**config.mk**
```make
export PLATFORM = sky130hd
export DESIGN_NAME = scc_ctrl
export DESIGN_NICKNAME = d
export VERILOG_FILES = /design/src/sv/scc_pkg.sv /design/src/sv/scc_ctrl.sv
export SDC_FILE = /design/constraint.sdc
export NUM_CORES = 1
export LEC_CHECK = 0
export BUFFER_PORTS_ARGS = -buffer_cell sky130_fd_sc_hd__buf_4
export CORE_ASPECT_RATIO = 1.1
export CORE_MARGIN = 2
export CORE_UTILIZATION = 51
export DETAILED_ROUTE_END_ITERATION = 7
export GPL_TIMING_DRIVEN = 0
export PLACE_DENSITY = 0.81
export SKIP_LAST_GASP = 1
export SLEW_MARGIN = 10
export SYNTH_ARGS = -nofsm -noshare
export SYNTH_HDL_FRONTEND = slang
export SYNTH_SLANG_ARGS = --single-unit
```
**constraint.sdc**
```tcl
create_clock -name clk -period 2.75 [get_ports clk]
set_clock_uncertainty 0.1 [all_clocks]
set_input_delay 0.1375 -clock clk [delete_from_list [all_inputs] [get_ports clk]]
set_output_delay 0.1375 -clock clk [all_outputs]
set_load 0.1 [all_outputs]
```
**src/sv/scc_pkg.sv**
```systemverilog
`default_nettype none
package scc_pkg;

	// Field widths fixed by the item formats.
	localparam int VW = 6;
	localparam int TW = 8;
	localparam int CW = 7;

	// Default graph size and the reset value of the vertex count register.
	localparam int MAX_VERTICES_DEF = 64;
	localparam logic [CW-1:0] VCOUNT_RESET = 7'd64;

	// Request command codes.
	localparam logic [1:0] CMD_CLEAR = 2'd0;
	localparam logic [1:0] CMD_ADD = 2'd1;
	localparam logic [1:0] CMD_RUN = 2'd2;
	localparam logic [1:0] CMD_UNUSED = 2'd3;

	typedef struct packed {
		logic [1:0] cmd;
		logic [VW-1:0] src_vertex;
		logic [VW-1:0] dst_vertex;
		logic signed [15:0] edge_weight;
	} req_item_t;

	typedef struct packed {
		logic [VW-1:0] vertex;
		logic [VW-1:0] root;
		logic [TW-1:0] finish_time;
		logic last;
	} res_item_t;

	typedef enum logic [3:0] {
		ST_IDLE,
		ST_ADD_WR,
		ST_P1_SCAN,
		ST_P1_FETCH,
		ST_P1_STEP,
		ST_P1_POP,
		ST_P2_ORD,
		ST_P2_SEL,
		ST_P2_EMIT,
		ST_P2_FETCH,
		ST_P2_STEP,
		ST_P2_POP
	} state_t;

	typedef enum logic [3:0] {
		OP_NONE,
		OP_CLEAR,
		OP_ADD_RD,
		OP_ADD_WR,
		OP_RUN_INIT,
		OP_P1_SCAN,
		OP_FETCH,
		OP_STEP,
		OP_POP,
		OP_ORD_RD,
		OP_SEL,
		OP_EMIT
	} op_t;

	// Command from the controller to the datapath.
	typedef struct packed {
		op_t op;
		logic second;
	} ctrl_t;

	// Status from the datapath to the controller.
	typedef struct packed {
		logic n_zero;
		logic add_ok;
		logic scan_done;
		logic scan_hit;
		logic cand_any;
		logic stack_empty;
		logic sel_visited;
		logic out_free;
		logic last_emit;
	} stat_t;

endpackage
`default_nettype wire

```
**src/sv/scc_ctrl.sv**
```systemverilog
`default_nettype none
module scc_ctrl (
	input wire logic clk,
	input wire logic arst_n,
	input wire logic req_valid,
	input wire logic [1:0] req_cmd,
	input wire scc_pkg::stat_t stat,
	output logic req_stall,
	output scc_pkg::ctrl_t ctrl
);

	scc_pkg::state_t state_q, state_d;

	// State register.
	always_ff @(posedge clk or negedge arst_n) begin
		if (!arst_n) begin
			state_q <= scc_pkg::ST_IDLE;
		end else begin
			state_q <= state_d;
		end
	end

	// Next state.
	always_comb begin
		state_d = state_q;
		case (state_q)
			scc_pkg::ST_IDLE: begin
				if (req_valid) begin
					if (req_cmd == scc_pkg::CMD_ADD && stat.add_ok) begin
						state_d = scc_pkg::ST_ADD_WR;
					end else if (req_cmd == scc_pkg::CMD_RUN && !stat.n_zero) begin
						state_d = scc_pkg::ST_P1_SCAN;
					end
				end
			end
			scc_pkg::ST_ADD_WR: state_d = scc_pkg::ST_IDLE;
			scc_pkg::ST_P1_SCAN: begin
				if (stat.scan_done) begin
					state_d = scc_pkg::ST_P2_ORD;
				end else if (stat.scan_hit) begin
					state_d = scc_pkg::ST_P1_FETCH;
				end
			end
			scc_pkg::ST_P1_FETCH: state_d = scc_pkg::ST_P1_STEP;
			scc_pkg::ST_P1_STEP: begin
				if (stat.cand_any) begin
					state_d = scc_pkg::ST_P1_FETCH;
				end else if (stat.stack_empty) begin
					state_d = scc_pkg::ST_P1_SCAN;
				end else begin
					state_d = scc_pkg::ST_P1_POP;
				end
			end
			scc_pkg::ST_P1_POP: state_d = scc_pkg::ST_P1_FETCH;
			scc_pkg::ST_P2_ORD: state_d = scc_pkg::ST_P2_SEL;
			scc_pkg::ST_P2_SEL: begin
				if (stat.sel_visited) begin
					state_d = scc_pkg::ST_P2_ORD;
				end else begin
					state_d = scc_pkg::ST_P2_EMIT;
				end
			end
			scc_pkg::ST_P2_EMIT: begin
				if (stat.out_free) begin
					state_d = stat.last_emit ? scc_pkg::ST_IDLE : scc_pkg::ST_P2_FETCH;
				end
			end
			scc_pkg::ST_P2_FETCH: state_d = scc_pkg::ST_P2_STEP;
			scc_pkg::ST_P2_STEP: begin
				if (stat.cand_any) begin
					state_d = scc_pkg::ST_P2_EMIT;
				end else if (stat.stack_empty) begin
					state_d = scc_pkg::ST_P2_ORD;
				end else begin
					state_d = scc_pkg::ST_P2_POP;
				end
			end
			scc_pkg::ST_P2_POP: state_d = scc_pkg::ST_P2_FETCH;
			default: state_d = scc_pkg::ST_IDLE;
		endcase
	end

	// Outputs: the datapath command for this cycle.
	always_comb begin
		ctrl.op = scc_pkg::OP_NONE;
		ctrl.second = 1'b0;
		req_stall = 1'b1;
		case (state_q)
			scc_pkg::ST_IDLE: begin
				req_stall = 1'b0;
				if (req_valid) begin
					case (req_cmd)
						scc_pkg::CMD_CLEAR: ctrl.op = scc_pkg::OP_CLEAR;
						scc_pkg::CMD_ADD:
							ctrl.op = stat.add_ok ? scc_pkg::OP_ADD_RD : scc_pkg::OP_NONE;
						scc_pkg::CMD_RUN:
							ctrl.op = stat.n_zero ? scc_pkg::OP_NONE : scc_pkg::OP_RUN_INIT;
						default: ctrl.op = scc_pkg::OP_NONE;
					endcase
				end
			end
			scc_pkg::ST_ADD_WR: ctrl.op = scc_pkg::OP_ADD_WR;
			scc_pkg::ST_P1_SCAN: ctrl.op = scc_pkg::OP_P1_SCAN;
			scc_pkg::ST_P1_FETCH: ctrl.op = scc_pkg::OP_FETCH;
			scc_pkg::ST_P1_STEP: ctrl.op = scc_pkg::OP_STEP;
			scc_pkg::ST_P1_POP: ctrl.op = scc_pkg::OP_POP;
			scc_pkg::ST_P2_ORD: begin
				ctrl.op = scc_pkg::OP_ORD_RD;
				ctrl.second = 1'b1;
			end
			scc_pkg::ST_P2_SEL: begin
				ctrl.op = scc_pkg::OP_SEL;
				ctrl.second = 1'b1;
			end
			scc_pkg::ST_P2_EMIT: begin
				ctrl.op = stat.out_free ? scc_pkg::OP_EMIT : scc_pkg::OP_NONE;
				ctrl.second = 1'b1;
			end
			scc_pkg::ST_P2_FETCH: begin
				ctrl.op = scc_pkg::OP_FETCH;
				ctrl.second = 1'b1;
			end
			scc_pkg::ST_P2_STEP: begin
				ctrl.op = scc_pkg::OP_STEP;
				ctrl.second = 1'b1;
			end
			scc_pkg::ST_P2_POP: begin
				ctrl.op = scc_pkg::OP_POP;
				ctrl.second = 1'b1;
			end
			default: ctrl.op = scc_pkg::OP_NONE;
		endcase
	end

endmodule
`default_nettype wire

```
# == Yosys cells after proc, flatten, opt, wreduce, memory -nomap -nowiden ==
# Cells that the tools add are included.
# totals
latch_bits,0
output_inout_bits,6
romBits,0
mem_count,0
word_cells,49
ram_bits,0
inputBits,14
register_bits,4
# op_classes
n_reduce_logical,10
magnitude_cmp,0
div,0
add_sub_neg,0
shifts,0
mux,21
bitwise_logic,0
n_mul,0
n_eq_ne,17
# op_table
cell,count
2-to-1 mux 4 bit,11
case mux 4 bit (11 select lines),1
case mux 4 bit (9 select lines),1
== test 4 x 3 -> 1 bit (second input constant),4
== test 4 bit (second input constant),4
2-to-1 mux 3 bit,4
case mux 3 bit (3 select lines),1
== test 4 x 2 -> 1 bit (second input constant),2
inequality test 3 bit (second input constant),2
OR reduction 2 bit,3
OR reduction 6 bit,1
== test 4 x 1 -> 1 bit (second input constant),1
logical NOT 4 bit,1
inequality test 2 bit (second input constant),2
AND reduction 4 bit,1
== test 2 x 1 -> 1 bit (second input constant),1
== test 2 bit (second input constant),1
logical AND 1 bit,2
logical NOT 2 bit,1
2-to-1 mux 1 bit,2
2-to-1 mux 2 bit,1
logical NOT 1 bit,1

# == Logic depth before layout (Yosys ltp) ==
# logic_depth
ltp_word,6
mapped_depth,7
ltp_nobuf,6

# == Worst setup path before layout ==
# OpenSTA, ideal clock, no wires.
# synth_path
kind,flip-flop to output port
from,reg state_q[2]
to,out ctrl[2] in the netlist's numbering
arrival_ps,2584
n_path_buf,1
path_slack_ps,-71
t_required_ps,2513
stages_incl_launch_ff,8
cell_sequence,dfrtp_1 -> inv_1 -> ha_1 -> buf_6 -> nand2_1 -> a21o_1 -> nor2b_1 -> a21oi_1
# synth_rtl
item,line_no,text
from (decl),scc_ctrl.sv:12,"scc_pkg::state_t state_q, state_d;"
from (signal assigned),scc_ctrl.sv:17,state_q <= scc_pkg::ST_IDLE;
from (signal assigned),scc_ctrl.sv:19,state_q <= state_d;
to (decl),scc_ctrl.sv:9,output scc_pkg::ctrl_t ctrl

==> impl_metrics.toml <==
[worst_setup_path]
reg2reg_setup_slack_ns = 0.62
cp-start-kind = "register"
critical_path_class = "register to primary output"
worstPathRequired_ns = 2.51
arrival_ns = 2.07
critPathMaxFanout = 10
end_kind = "primary output"

[global_routing]
antenna_found_initial = 0
grt.total_usage_pct = 23.5
gr-total-overflow = 0
grt_max_degree = 11
grt_pass1_vias = 708
grt_pass1_wl_um = 2950

[clock_network]
ctsHoldBuffers = 1
cts-root-buf = "clkbuf_4"
clk_latency_ns = 0.24
postCtsResizedCells = 0
cts_made_buffers = 3
postCtsSetupRepairBufs = 0
cts_buffer_depth = 2
htree_levels = 1
numClockSinks = 4
tritoncts = "built"
clkSlewWorstSetupHoldPaths_ns = 0.04

[pwr]
seqPwrFrac_pct = 8.2
combPwrFrac_pct = 84.9
p_per_area_nw_per_um2 = 1130
clock_power_share_pct = 6.9
p_sw_share_pct = 63.0
p_int_mw = 0.400
switchingPower_mw = 0.681
ir_drop_mv = 0.462
cellLeakagePower_nw = 0.445

[routing]
vias = 816
drtAntennaViolNets = 0
drt_iter0_drc = 39
wl_per_cell_um = 15.2
drt_first_pass_iters = 4
routed_wl_um = 1960
viasPerCell = 6.33
drc = 0

[job]
cap_violations = 0

[final_layout]
largest_reg_flops = 4
fillers = 121
area_growth_pct = 26.9
nNetsFinal = 134
antenna_cells = 0
design_area_um2 = 956
largest_register = "state_q"
reg_top3 = "state_q: 4 flops"
drive_above_1_share_pct = 37.2
final_cell_mix = "buf_4 (20), a21oi_1 (6), o21ai_0 (6), inv_1 (5), ha_1 (5)"
final_common_cell = "buf_4"

[place]
gp_congestion = 0.889
dp_hpwl_um = 1500
io_buffer_count = 19
placedInstanceArea_um2 = 923

[sta]
finalHoldViolations = 0
drv_slew = 0
fin_crit_ns = 2.30
max_freq_mhz = 434
finalSetupTns_ns = 0
finalCritPeriodShare_pct = 83.8
slew_headroom_pct = 70.3
rsz0062_at_grt = "false"
worst_pin_slew_ns = 0.435
setup_viol = 0

[synthesis]
syn_inst = 90
synth_edf_count = 0
yosys_warnings = 0
ys_ff_latch = 4
synthFlopType = "dfrtp_1"
ys_seq_area_share_pct = 13.3
yosysUniqueCellTypes = 45
netlist_area_um2 = 753
synth.avg_cell_area_um2 = 8.37
synthArstFlopShare_pct = 100
synth_fp_nets = 109

[status]
outcome = "finished, final reports clean"

[floorplan]
io_pins = 20
fp.dieW_um = 40.6
chipHeight_um = 44.3
core_area_um2 = 1380
fp-row-count = 14
start_util_pct = 54.4
die-area_um2 = 1800

[min_path]
hold_class = "input pin to asynchronous set/reset pin"
cells in the mapped netlist (2+ instances only):
cell type,n,area [um^2]
or2b_2,2,17.5
a21o_1,2,15.0
or3b_1,2,17.5
o21a_1,3,22.5
dfrtp_1,4,100
nor2b_1,3,18.8
ha_1,5,62.6
nor2_1,3,11.3
nand2b_1,3,18.8
nand2_1,4,15.0
clkbuf_1,3,11.3
o21ai_0,6,30.0
nand3_1,3,15.0
nor3b_2,2,25.0
a21oi_1,8,40.0
inv_1,5,18.8
a31oi_1,4,25.0
worst max-delay path: stages (launching register included):
cell	delay, ns
dfrtp_1	0.40
inv_1	0.10
ha_1	0.23
buf_6	0.15
mux4_2	0.48
nor2b_1	0.17
a21oi_2	0.07
buf_4	0.23
power groups by stage:
stage | Sequential [mW] | Clock, mW | Combinational [mW]
after global routing | 0.0896 | 0.0822 | 0.963
final | 0.0881 | 0.0747 | 0.918
after floorplan | 0.0850 | 0 | 0.737
after detailed placement | 0.0887 | 0 | 0.906
after global placement | 0.0871 | 0 | 0.896
after CTS | 0.0879 | 0.0748 | 0.909
through the flow:
stage	hold WS, ns	util, %	power, mW	cells	worst slack [ns]
after floorplan	-0.258	-	0.822	90	0.105
after global placement	-0.168	66.7	0.983	125	0.683
after detailed placement	-0.165	66.7	0.995	125	0.647
after CTS	0.133	69.1	1.07	129	0.456
after global routing	0.137	69.1	1.14	129	0.351
final	0.131	69.1	1.08	129	0.445
final timing paths:
path                              end  depth (start not counted)        from
setup / recovery              ctrl[2]                          7  state_q[2]
hold / removal             state_q[0]                          2      arst_n
setup reg to reg           state_q[3]                          6  state_q[2]
hold reg to reg            state_q[2]                          2  state_q[2]
max in group asynchronous  state_q[2]                          2      arst_n
min in group clk           state_q[0]                          4     stat[6]
kinds of logic (layout without fill, tap and decap cells):
logic type      count (synthesis)  after routing  synth area share, %
fa+ha+maj                       5              5                 8.31
compound gates                 32             32                 30.1
buf+inv                        12             35                 7.64
simple gates                   34             34                 34.4
mux                             3              3                 6.31
flops                           4              4                 13.3
layer usage:
metal  vias up  global-route usage [%]  wire [um]  part of all wire (%)
met2        57                    37.8        954                    49
li1        386                       -          -                     -
met5         -                       0          0                     0
met1       369                    32.0        812                    41
met3         4                    5.03        167                   8.5
met4         0                    4.67         23                   1.2
layout make-up:
type                            count  area (um^2)  area share (%)
Buffer                              6         35.0            3.66
Clock buffer                        3         22.5            2.36
Inverter                            6         22.5            2.36
Multi-Input combinational cell     74          603            63.1
Sequential cell                     4          100            10.5
Tap cell                           16         20.0            2.09
Timing Repair Buffer               20          153            16.0
No activity file was read; power rests on OpenSTA's default activity.
